File: config.mk
export PLATFORM = sky130hd
export DESIGN_NAME = iso8601_timestamp_parser
export DESIGN_NICKNAME = d
export VERILOG_FILES = /design/src/rtl/core/itp_pkg.sv /design/src/rtl/core/itp_front.sv /design/src/rtl/core/itp_back.sv /design/src/rtl/core/iso8601_timestamp_parser.sv
export SDC_FILE = /design/constraint.sdc
export NUM_CORES = 2
export LEC_CHECK = 0
export ABC_AREA = 1
export BUFFER_PORTS_ARGS = -buffer_cell sky130_fd_sc_hd__buf_2
export CORE_MARGIN = 5
export CORE_UTILIZATION = 70
export CTS_BUF_LIST = sky130_fd_sc_hd__clkbuf_4
export CTS_CLUSTER_DIAMETER = 80
export DETAILED_ROUTE_END_ITERATION = 6
export GPL_ROUTABILITY_DRIVEN = 1
export GPL_TIMING_DRIVEN = 0
export PLACE_DENSITY = 0.86
export SKIP_LAST_GASP = 1
export SYNTH_ARGS = -nofsm -noshare
export SYNTH_HDL_FRONTEND = slang
export SYNTH_SLANG_ARGS = --single-unit
File: constraint.sdc
create_clock -name clk -period 18.9 [get_ports clk]
set_clock_uncertainty 0.2 [all_clocks]
set_input_delay 3.78 -clock clk [delete_from_list [all_inputs] [get_ports clk]]
set_output_delay 3.78 -clock clk [all_outputs]
set_load 0.01 [all_outputs]
File: src/rtl/core/itp_pkg.sv
`default_nettype none
package itp_pkg;

    typedef enum logic [3:0] {
        PH_YEAR, PH_MONTH, PH_DAY, PH_HOUR, PH_MIN, PH_SEC, PH_FRAC, PH_OFFH, PH_OFFM, PH_DEAD
    } phase_t;

    typedef enum logic [1:0] {ZU_NONE, ZU_UPPER, ZU_LOWER} zulu_t;

    // parsed fields of one finished timestamp
    typedef struct packed {
        logic        ok;
        logic [13:0] year;
        logic [6:0]  month;
        logic [6:0]  day;
        logic [6:0]  hour;
        logic [6:0]  minute;
        logic [6:0]  second;
        logic [19:0] frac;
        logic [2:0]  frac_digits;
        logic        off_neg;
        logic [6:0]  off_hours;
        logic [6:0]  off_mins;
    } fields_t;

    typedef enum logic [2:0] {
        CV_IDLE, CV_S1, CV_S2, CV_S3, CV_S4, CV_S5, CV_S6, CV_DONE
    } conv_t;

    localparam int QDEPTH = 2;

endpackage
`default_nettype wire

File: src/rtl/core/itp_front.sv
`default_nettype none
module itp_front (
    input  wire logic            clk,
    input  wire logic            rst_n,
    input  wire logic            in_valid,
    output logic                 in_ready,
    input  wire logic [7:0]      char_code,
    input  wire logic            last_char,
    output logic                 f_valid,
    input  wire logic            f_ready,
    output itp_pkg::fields_t     f_data
);
    import itp_pkg::*;

    phase_t      phase_reg, phase_next;
    logic [2:0]  pos_reg, pos_next;
    logic        ok_reg, ok_next;
    zulu_t       zu_reg, zu_next;
    fields_t     fd_reg, fd_next;
    fields_t     q_reg [QDEPTH];
    logic        qw_reg, qr_reg;
    logic [1:0]  qc_reg;
    logic        push, pop;

    assign in_ready = (qc_reg != 2'(QDEPTH));
    assign push     = in_valid && in_ready && last_char;
    assign f_valid  = (qc_reg != 2'd0);
    assign f_data   = q_reg[qr_reg];
    assign pop      = f_valid && f_ready;

    function automatic logic is_dig(input logic [7:0] c);
        return c >= 8'h30 && c <= 8'h39;
    endfunction

    function automatic logic [6:0] acc2(input logic [6:0] v, input logic [7:0] c);
        return 7'(v * 7'd10 + 7'(c - 8'h30));
    endfunction

    // one parser step; Z applies as "+00:00" in one shot
    always_comb
    begin
        logic [7:0] c;
        logic       d, sg, ok;
        logic       zap;
        c = char_code;
        d = is_dig(c);
        sg = (c == 8'h2B) || (c == 8'h2D);
        phase_next = phase_reg;
        pos_next = pos_reg;
        ok_next = ok_reg;
        zu_next = zu_reg;
        fd_next = fd_reg;
        ok = 1'b1;
        zap = 1'b0;
        if (zu_reg == ZU_NONE)
        begin
            if (c == 8'h5A || c == 8'h7A)
            begin
                zu_next = (c == 8'h5A) ? ZU_UPPER : ZU_LOWER;
                zap = 1'b1;
            end
        end
        else if (zu_reg == ZU_LOWER && c == 8'h5A)
        begin
            ok_next = 1'b0;
        end
        if (zu_reg == ZU_NONE && ok_reg)
        begin
            if (zap)
            begin
                // Z must follow whole minutes, seconds or a fraction; it sets offset +00:00
                if ((phase_reg == PH_MIN || phase_reg == PH_SEC) && pos_reg == 3'd2)
                    ;
                else if (phase_reg == PH_FRAC)
                    ;
                else
                    ok = 1'b0;
                fd_next.off_neg = 1'b0;
                fd_next.off_hours = '0;
                fd_next.off_mins = '0;
                phase_next = PH_OFFM;
                pos_next = 3'd2;
            end
            else
            begin
                unique case (phase_reg)
                    PH_YEAR:
                        if (pos_reg < 3'd4 && d)
                        begin
                            fd_next.year = 14'(fd_reg.year * 14'd10 + 14'(c - 8'h30));
                            pos_next = pos_reg + 3'd1;
                        end
                        else if (pos_reg == 3'd4 && c == 8'h2D)
                        begin
                            phase_next = PH_MONTH; pos_next = '0;
                        end
                        else ok = 1'b0;
                    PH_MONTH:
                        if (pos_reg < 3'd2 && d)
                        begin
                            fd_next.month = acc2(fd_reg.month, c); pos_next = pos_reg + 3'd1;
                        end
                        else if (pos_reg == 3'd2 && c == 8'h2D)
                        begin
                            phase_next = PH_DAY; pos_next = '0;
                        end
                        else ok = 1'b0;
                    PH_DAY:
                        if (pos_reg < 3'd2 && d)
                        begin
                            fd_next.day = acc2(fd_reg.day, c); pos_next = pos_reg + 3'd1;
                        end
                        else if (pos_reg == 3'd2 && (c == 8'h54 || c == 8'h20))
                        begin
                            phase_next = PH_HOUR; pos_next = '0;
                        end
                        else ok = 1'b0;
                    PH_HOUR:
                        if (pos_reg < 3'd2 && d)
                        begin
                            fd_next.hour = acc2(fd_reg.hour, c); pos_next = pos_reg + 3'd1;
                        end
                        else if (pos_reg == 3'd2 && c == 8'h3A)
                        begin
                            phase_next = PH_MIN; pos_next = '0;
                        end
                        else ok = 1'b0;
                    PH_MIN, PH_SEC:
                        if (pos_reg < 3'd2 && d)
                        begin
                            if (phase_reg == PH_MIN) fd_next.minute = acc2(fd_reg.minute, c);
                            else fd_next.second = acc2(fd_reg.second, c);
                            pos_next = pos_reg + 3'd1;
                        end
                        else if (pos_reg != 3'd2) ok = 1'b0;
                        else if (phase_reg == PH_MIN && c == 8'h3A)
                        begin
                            phase_next = PH_SEC; pos_next = '0;
                        end
                        else if (c == 8'h2E)
                        begin
                            phase_next = PH_FRAC; pos_next = '0;
                        end
                        else if (sg)
                        begin
                            fd_next.off_neg = (c == 8'h2D); phase_next = PH_OFFH; pos_next = '0;
                        end
                        else ok = 1'b0;
                    PH_FRAC:
                        if (d && fd_reg.frac_digits < 3'd6)
                        begin
                            fd_next.frac = 20'(fd_reg.frac * 20'd10 + 20'(c - 8'h30));
                            fd_next.frac_digits = fd_reg.frac_digits + 3'd1;
                        end
                        else if (sg)
                        begin
                            fd_next.off_neg = (c == 8'h2D); phase_next = PH_OFFH; pos_next = '0;
                        end
                        else ok = 1'b0;
                    PH_OFFH:
                        if (pos_reg < 3'd2 && d)
                        begin
                            fd_next.off_hours = acc2(fd_reg.off_hours, c);
                            pos_next = pos_reg + 3'd1;
                        end
                        else if (pos_reg == 3'd2 && c == 8'h3A)
                        begin
                            phase_next = PH_OFFM; pos_next = '0;
                        end
                        else ok = 1'b0;
                    PH_OFFM:
                        if (pos_reg < 3'd2 && d)
                        begin
                            fd_next.off_mins = acc2(fd_reg.off_mins, c);
                            pos_next = pos_reg + 3'd1;
                        end
                        else ok = 1'b0;
                    default: ok = 1'b0;
                endcase
            end
            if (!ok) ok_next = 1'b0;
        end
        // end-of-text check
        fd_next.ok = ok_next
            && ((((phase_next == PH_DAY) || (phase_next == PH_MIN) || (phase_next == PH_SEC)
                 || (phase_next == PH_OFFM)) && pos_next == 3'd2) || phase_next == PH_FRAC)
            && fd_next.month >= 7'd1 && fd_next.month <= 7'd12
            && fd_next.day >= 7'd1 && fd_next.day <= 7'd31;
    end

    always_ff @(posedge clk or negedge rst_n)
    begin
        if (!rst_n)
        begin
            phase_reg <= PH_YEAR;
            pos_reg <= '0;
            ok_reg <= 1'b1;
            zu_reg <= ZU_NONE;
            fd_reg <= '0;
            qw_reg <= 1'b0;
            qr_reg <= 1'b0;
            qc_reg <= '0;
        end
        else
        begin
            if (in_valid && in_ready)
            begin
                if (last_char)
                begin
                    phase_reg <= PH_YEAR;
                    pos_reg <= '0;
                    ok_reg <= 1'b1;
                    zu_reg <= ZU_NONE;
                    fd_reg <= '0;
                end
                else
                begin
                    phase_reg <= phase_next;
                    pos_reg <= pos_next;
                    ok_reg <= ok_next;
                    zu_reg <= zu_next;
                    fd_reg <= fd_next;
                end
            end
            if (push) qw_reg <= ~qw_reg;
            if (pop) qr_reg <= ~qr_reg;
            qc_reg <= 2'(qc_reg + {1'b0, push} - {1'b0, pop});
        end
    end

    always_ff @(posedge clk)
    begin
        if (push) q_reg[qw_reg] <= fd_next;
    end

endmodule
`default_nettype wire

File: src/rtl/core/itp_back.sv
`default_nettype none
module itp_back (
    input  wire logic               clk,
    input  wire logic               rst_n,
    input  wire logic               f_valid,
    output logic                    f_ready,
    input  wire itp_pkg::fields_t   f_data,
    output logic                    m_tvalid,
    input  wire logic               m_tready,
    output logic [63:0]             m_tdata,
    output logic                    m_tuser
);
    import itp_pkg::*;

    conv_t               st_reg, st_next;
    fields_t             fd_reg;
    logic signed [14:0]  y_reg;
    logic signed [5:0]   era_reg;
    logic        [8:0]   yoe_reg;
    logic        [8:0]   doy_reg;
    logic signed [22:0]  base_reg;
    logic signed [22:0]  days_reg;
    logic signed [40:0]  secs_reg;
    logic signed [58:0]  us_reg;
    logic        [19:0]  frac_reg;
    logic signed [20:0]  lo_reg;

    assign f_ready  = (st_reg == CV_IDLE);
    assign m_tvalid = (st_reg == CV_DONE);
    assign m_tdata  = {5'd0, us_reg};
    assign m_tuser  = fd_reg.ok;

    // days before the first of each month, counted from March 1
    function automatic logic [8:0] month_start(input logic [6:0] m);
        logic [8:0] s;
        unique case (m)
            7'd3:    s = 9'd0;
            7'd4:    s = 9'd31;
            7'd5:    s = 9'd61;
            7'd6:    s = 9'd92;
            7'd7:    s = 9'd122;
            7'd8:    s = 9'd153;
            7'd9:    s = 9'd184;
            7'd10:   s = 9'd214;
            7'd11:   s = 9'd245;
            7'd12:   s = 9'd275;
            7'd1:    s = 9'd306;
            7'd2:    s = 9'd337;
            default: s = 9'd0;
        endcase
        return s;
    endfunction

    always_comb
    begin
        st_next = st_reg;
        unique case (st_reg)
            CV_IDLE: if (f_valid) st_next = CV_S1;
            CV_S1:   st_next = CV_S2;
            CV_S2:   st_next = CV_S3;
            CV_S3:   st_next = CV_S4;
            CV_S4:   st_next = CV_S5;
            CV_S5:   st_next = CV_S6;
            CV_S6:   st_next = CV_DONE;
            CV_DONE: if (m_tready) st_next = CV_IDLE;
            default: st_next = CV_IDLE;
        endcase
    end

    always_ff @(posedge clk or negedge rst_n)
    begin
        if (!rst_n) st_reg <= CV_IDLE;
        else st_reg <= st_next;
    end

    // year is 0..9999, so y drops below zero only for January or February of year 0
    always_ff @(posedge clk)
    begin
        logic        [19:0] fr;
        logic signed [20:0] hms;
        logic signed [20:0] off;
        logic        [27:0] q;
        logic        [17:0] doe;
        logic        [1:0]  cent;
        unique case (st_reg)
            CV_IDLE:
                if (f_valid) fd_reg <= f_data;
            CV_S1:
            begin
                y_reg <= signed'({1'b0, fd_reg.year})
                         - ((fd_reg.month <= 7'd2) ? 15'sd1 : 15'sd0);
                doy_reg <= month_start(fd_reg.month) + 9'(fd_reg.day) - 9'd1;
                fr = fd_reg.frac;
                unique case (fd_reg.frac_digits)
                    3'd0: fr = 20'd0;
                    3'd1: fr = 20'(fr * 20'd100000);
                    3'd2: fr = 20'(fr * 20'd10000);
                    3'd3: fr = 20'(fr * 20'd1000);
                    3'd4: fr = 20'(fr * 20'd100);
                    3'd5: fr = 20'(fr * 20'd10);
                    default: fr = fr;
                endcase
                frac_reg <= fr;
                hms = signed'({1'b0, fd_reg.hour}) * 21'sd3600
                      + signed'({1'b0, fd_reg.minute}) * 21'sd60
                      + signed'({1'b0, fd_reg.second});
                off = signed'({1'b0, fd_reg.off_hours}) * 21'sd3600
                      + signed'({1'b0, fd_reg.off_mins}) * 21'sd60;
                lo_reg <= fd_reg.off_neg ? hms + off : hms - off;
            end
            CV_S2:
            begin
                // y / 400 by reciprocal, exact for 0..9999
                q = 28'(y_reg[13:0]) * 28'd5243;
                era_reg <= y_reg[14] ? -6'sd1 : signed'({1'b0, q[25:21]});
            end
            CV_S3:
            begin
                yoe_reg <= y_reg[14] ? 9'd399
                           : 9'(y_reg[13:0] - 14'(era_reg[4:0]) * 14'd400);
                base_reg <= 23'(era_reg) * 23'sd146097 - 23'sd719468;
            end
            CV_S4:
            begin
                cent = (yoe_reg >= 9'd300) ? 2'd3 : (yoe_reg >= 9'd200) ? 2'd2
                       : (yoe_reg >= 9'd100) ? 2'd1 : 2'd0;
                doe = 18'(yoe_reg) * 18'd365 + 18'(yoe_reg[8:2]) - 18'(cent) + 18'(doy_reg);
                days_reg <= base_reg + signed'({5'd0, doe});
            end
            CV_S5: secs_reg <= 41'(days_reg) * 41'sd86400 + 41'(lo_reg);
            CV_S6: us_reg <= fd_reg.ok ? 59'(secs_reg) * 59'sd1000000
                                         + signed'({39'd0, frac_reg}) : '0;
            default: ;
        endcase
    end

endmodule
`default_nettype wire

File: src/rtl/core/iso8601_timestamp_parser.sv
`default_nettype none
// channel  dir  tdata                   tuser      tlast
// s_axis   in   [7:0] char_code         -          last_char
// m_axis   out  [58:0] epoch_micros     valid_res  -
// One character per cycle enters the parser front while the queue has room;
// each finished timestamp goes through a 2-entry queue to a conversion back
// end that steps through capture, six arithmetic stages and a result state.
// The back end holds each result until it is taken and only then accepts
// the next timestamp.
// Reset clears the parser and queue and idles the converter; either side may stall.
module iso8601_timestamp_parser (
    input  wire logic        clk,
    input  wire logic        rst_n,
    input  wire logic        s_axis_tvalid,
    output logic             s_axis_tready,
    input  wire logic [7:0]  s_axis_tdata,   // char_code
    input  wire logic        s_axis_tlast,
    output logic             m_axis_tvalid,
    input  wire logic        m_axis_tready,
    output logic [63:0]      m_axis_tdata,   // epoch_micros, zero pad
    output logic             m_axis_tuser    // valid_res
);
    import itp_pkg::*;

    logic    f_valid, f_ready;
    fields_t f_data;

    itp_front u_front (
        .clk(clk), .rst_n(rst_n),
        .in_valid(s_axis_tvalid), .in_ready(s_axis_tready),
        .char_code(s_axis_tdata), .last_char(s_axis_tlast),
        .f_valid(f_valid), .f_ready(f_ready), .f_data(f_data)
    );

    itp_back u_back (
        .clk(clk), .rst_n(rst_n),
        .f_valid(f_valid), .f_ready(f_ready), .f_data(f_data),
        .m_tvalid(m_axis_tvalid), .m_tready(m_axis_tready), .m_tdata(m_axis_tdata),
        .m_tuser(m_axis_tuser)
    );

endmodule
`default_nettype wire
# Yosys cells after proc, flatten, opt, wreduce, memory -nomap -nowiden
# Memories as Yosys holds them, arrays and structs flattened. A register that Yosys moved wholly into a read port is not among the register bits.
# Index checks and enable logic that the tools add are counted.
# classes
addsub,32
n_mul,24
magnitude_cmp,13
n_eq_ne,41
muxes,113
bitwise_logic,2
reduce_logical,42
# op_table
operator,n
two-way mux 87 bit,2
case mux 20 bit (6 select lines),1
two-way mux 7 bit,12
two-way mux 4 bit,19
two-way mux 72 bit,1
adder 21 bit,3
two-way mux 3 bit,20
adder 59 x 20 -> 59 bit,1
multiplier 59 x 14 -> 53 bit (second input constant),1
two-way mux 14 bit,4
adder 7 bit,7
multiplier 7 x 3 -> 6 bit (second input constant),7
two-way mux 23 bit,2
adder 41 x 21 -> 41 bit,1
equality test 8 x 6 -> 1 bit (second input constant),5
multiplier 20 x 3 -> 19 bit (second input constant),2
two-way mux 1 bit,36
multiplier 23 x 11 -> 34 bit (second input constant),1
multiplier 7 x 8 -> 15 bit (second input constant),2
equality test 4 x 3 -> 1 bit (second input constant),7
case mux 4 bit (7 select lines),1
multiplier 14 x 13 -> 26 bit (second input constant),1
equality test 8 x 7 -> 1 bit (second input constant),3
case mux 3 bit (8 select lines),1
66 further kinds,127
# word_totals
ff_bits,330
ramBits,176
mem_bits_ro,144
input_bits,13
output_inout_bits,67
wordCells,299
n_memories,2
# mem_list
memory,words,width,read_ports,rd_ports_with_merged_regs,write_ports,line,text
u_front.q_reg,2,88,1,1,1,itp_front.sv:20,fields_t q_reg [QDEPTH];
(name not given),16,9,1,0,0,itp_back.sv:36,unique case (m)

# Longest topological paths before layout
# logic_depth
ltp_word,21
ltp_mapped,40
mapped_depth_nobuf,40

# Modules after synthesis
# A second synthesis with hierarchy kept.
# unflattened
cells_unflattened,7989
hier_area_um2,67958.9
# modules_own_cells
mod,instances,cells_per_inst,area_per_inst_um2,seq_area_each_um2
itp_back,1,5906,50236.9,9684.3
itp_front,1,2083,17722.0,7813.7

# Least setup slack after synthesis
# No wires, ideal clock.
# synth_path
kind,input port to flip-flop
startpoint,input s_axis_tvalid
endpoint,"memory u_front.q_reg[0][0] in the netlist's numbering, enable pin"
setup_ns,0.535
t_arrival_ns,7.861
required_ns,18.165
setup_slack_ns,10.304
path_stages,4
path_buffers,0
cell_sequence,nand2_1 nor2_1 inv_1 nor2_1
# synth_via
elab_chain_cells,4
# synth_rtl
element,line,text
start: declaration,iso8601_timestamp_parser.sv:14,"input wire logic s_axis_tvalid,"
logical AND 1 bit (2 in series),itp_front.sv:26,assign push = in_valid && in_ready && last_char;
via u_front.push,itp_front.sv:23,"logic push, pop;"
two-way mux 1 bit,itp_front.sv:233,if (push) q_reg[qw_reg] <= fd_next;
two-way mux 1 bit (implied by the code),itp_front.sv:233,
end: declaration,itp_front.sv:20,
# The timed path passes the listed nets, and every way through them passes these cells.

# Worst setup path after layout
# layout_path
startpoint,register u_back.yoe_reg[4]
endpoint,"register u_back.days_reg[21], data pin"
# layout_via
elab_chain_cells,7
word_cells_on_any_way,11
classes_between,4 x add/sub; 1 x mul; 3 x order compare; 3 x mux
# layout_rtl
element,line,text
start: declaration,itp_back.sv:19,logic [8:0] yoe_reg;
start signal: assignment,itp_back.sv:119,yoe_reg <= y_reg[14] ? 9'd399
branches (longest 4 deep; another with multiplier 9 x 9 -> 18 bit),-,
subtractor 18 x 2 -> 18 bit *,itp_back.sv:127,doe = 18'(yoe_reg) * 18'd365 + 18'(yoe_reg[8:2]) - 18'(cent) + 18'(doy_reg);
adder 18 x 9 -> 18 bit *,itp_back.sv:127,
adder 23 x 19 -> 23 bit *,itp_back.sv:128,"days_reg <= base_reg + signed'({5'd0, doe});"
end signal: assignment,itp_back.sv:128,
end: declaration,itp_back.sv:22,logic signed [22:0] days_reg;
# Every way passes the cells marked *.
# A chain may end at the register's enable or synchronous reset.

==> impl_metrics.json <==
{
  "critPathSlowestCell": "edfxtp_1",
  "clock_latency_ps": 1090,
  "netlist_top_cells_area": "edfxtp_1, ha_1, fa_1",
  "period_minus_slack_ps": 7580,
  "synth_area_per_cell_sq_um": 8.50,
  "root_buffer": "clkbuf_4",
  "period_share": 0.401,
  "muxShareOfSynthArea": 0,
  "max_stage_delay_ps": 710,
  "nets": 9814,
  "synthCells": 8003,
  "hpwl_um": 136000,
  "ys_types": 74,
  "cts_inserted_buffers": 156,
  "synth.largest_area_cell": "edfxtp_1",
  "holdPathEnd": "u_back.secs_reg[4]",
  "hold_depth": 0,
  "coreArea_sq_um": 96600,
  "final_layout_size_suffix_gt1_frac": 0.0616,
  "yosysWarnings": 0,
  "r2r_cells": 36,
  "overflow": 0,
  "clockBufferDepth": 3,
  "synthAdderAreaFrac": 0.344,
  "fp.dieH_um": 322,
  "syn-cell-area_sq_um": 68000,
  "finalHoldViolations": 0,
  "multi_input_area_sq_um": 43700,
  "h-tree-depth": 4,
  "setup_tns_ps": 0,
  "r2r_end": "u_back.days_reg[21]",
  "gr-usage-all-layers": 0.325,
  "crit_top_cell": "nand2_1",
  "synth_top_area_share": 0.216,
  "row_count": 114,
  "synthSimpleGateAreaFrac": 0.157,
  "die_area_sq_um": 103000,
  "drv_cap": 0,
  "grt_pass1_vias": 55652,
  "hp-start": "u_back.lo_reg[4]",
  "r2r_slack_ps": 11320,
  "post_cts_buffers": 0,
  "maxSlewHeadroom": 0.188,
  "io_buffers": 74,
  "start_util": 0.704,
  "worst_pin_slew_ps": 1210,
  "synthFlopType": "edfxtp_1",
  "drv_slew": 0,
  "wirelength_um": 167000,
  "crit_required_ps": 19500,
  "largest_reg_flops": 176,
  "setup_viol": 0,
  "io_pins": 80,
  "synth_compound_area_frac": 0.0895,
  "cts_tree": "yes",
  "synth_top_family_by_area": "adder cells",
  "vias": 54627,
  "crit_type": "register to register",
  "route.detailed.drc": 0,
  "synth_edf_count": 490,
  "grt_max_degree": 91,
  "die_width_um": 322,
  "cts_resized": 0,
  "first_pass_iters": 6,
  "async_flop_share": 0.175,
  "cts_num_sinks": 594,
  "rsz0062_at_grt": "no",
  "drt_iter0_drc": 4323,
  "hold_buffers": 0,
  "postRouteAntennaNets": 0,
  "fill_cells": 6869,
  "worst_setup_path_end_kind": "register",
  "clkTransAtPathRegs_ps": 70,
  "cp_max_fo": 8,
  "final-seq-area_sq_um": 17300,
  "grt_pass1_wl_um": 273000,
  "routed_via_density": 5.66,
  "drt-wirelength-per-cell_um": 17.3,
  "critPathLaunchType": "register",
  "outcome": "complete, no violations",
  "ys_ff_latch": 594,
  "reg2reg_from": "u_back.yoe_reg[4]",
  "hold_class": "register to register",
  "clock.fmax_mhz": 132,
  "yosysSeqAreaShare": 0.255,
  "area_delta_synth_final_pct": 6.42,
  "cp.arrival_ps": 8170,
  "antenna_found_initial": 3,
  "synth_xor_area_frac": 0.0511,
  "gp_congestion": 1.03
}
==> cell type report <==
class,count,area share
clock buffers,227,0.0235
multi-input cells,5545,0.604
repair buffers,89,0.00864
clock inverters,52,0.00524
plain buffers,71,0.00418
flip-flops and latches,594,0.239
well taps,1276,0.0221
inverters,1797,0.0933
diodes,4,0.000138
==> logic make-up (layout without fill, tap and decap cells) <==
family                   count (synthesis)  after routing
AO/OA/AOI/OAI                         1081           1081
XOR/XNOR                               392            392
adder cells (fa/ha/maj)               1547           1547
buffers and inverters                 1868           2236
flip-flops                             594            594
other                                    1              9
AND/OR/NAND/NOR                       2520           2520
==> per-layer routing <==
metal  GRT usage  wire length [um]
met1       0.409             66900
met2       0.566             82100
met3      0.0450             10300
met4       0.137              7680
met5           0                 0
==> worst max-delay path, delay by kind of cell (launching register included) <==
| kind | cells | cell delay [ps] |
|---|---|---|
| and+or+nand+nor | 18 | 2130 |
| AOI/OAI and AO/OA | 6 | 1380 |
| buffers and inverters | 4 | 410 |
| DFF | 1 | 710 |
| xor gates and xnor gates | 1 | 140 |
| adders and majority gates | 7 | 2340 |
==> per-stage QoR <==
stage	hold slack [ps]	util	std cells	worst slack [ps]	cell area [sq um]
floorplan	200	-	8007	10300	68000
global placement	202	0.725	9357	7950	70000
detailed placement	208	0.728	9372	11000	70300
CTS	210	0.749	9651	11430	72400
global route	226	0.750	9655	10820	72400
finish	211	0.750	9655	11320	72400
==> worst max path at each step <==
stage / startpoint / end / slack [ps]
after floorplan: s_axis_tvalid / u_front.q_reg[0][0] / 10300
after global placement: u_back.st_reg[0] / u_front.qc_reg[0] / 7950
after detailed placement: s_axis_tdata[4] / u_front.q_reg[1][37] / 11000
after CTS: u_back.yoe_reg[4] / u_back.days_reg[21] / 11430
after global routing: u_back.yoe_reg[4] / u_back.days_reg[21] / 10820
final: u_back.yoe_reg[4] / u_back.days_reg[21] / 11320
==> layout by cell type (no fill, tap or decap), types with 21 or more instances in the layout <==
| cell type | n |
|---|---|
| o21bai_1 | 21 |
| clkinv_1 | 29 |
| o21ai_1 | 29 |
| nand4_1 | 66 |
| nor2_2 | 32 |
| nand2_2 | 33 |
| ha_1 | 1007 |
| nor3_1 | 64 |
| o22ai_1 | 50 |
| a31oi_1 | 27 |
| o21a_1 | 26 |
| o21ai_0 | 323 |
| dfrtp_1 | 103 |
| xnor2_1 | 160 |
| xor2_1 | 229 |
| a21o_1 | 32 |
| nand2_1 | 1600 |
| fa_1 | 540 |
| clkbuf_4 | 227 |
| inv_1 | 1776 |
| a21oi_1 | 459 |
| buf_2 | 78 |
| clkbuf_1 | 57 |
| nand3_1 | 246 |
| edfxtp_1 | 490 |
| nor2_1 | 383 |
==> cell usage after synthesis, types with 57 or more instances <==
cell	count
nor3_1	65
fa_1	540
nor2_1	388
edfxtp_1	490
dfrtp_1	103
xor2_1	229
clkbuf_1	57
a21oi_1	459
nand4_1	66
xnor2_1	160
ha_1	1007
o21ai_0	323
nand3_1	246
inv_1	1778
nand2_1	1600
Power is not shown: default switching activity piles up to over one toggle a cycle in this logic, so the estimate is an artifact.
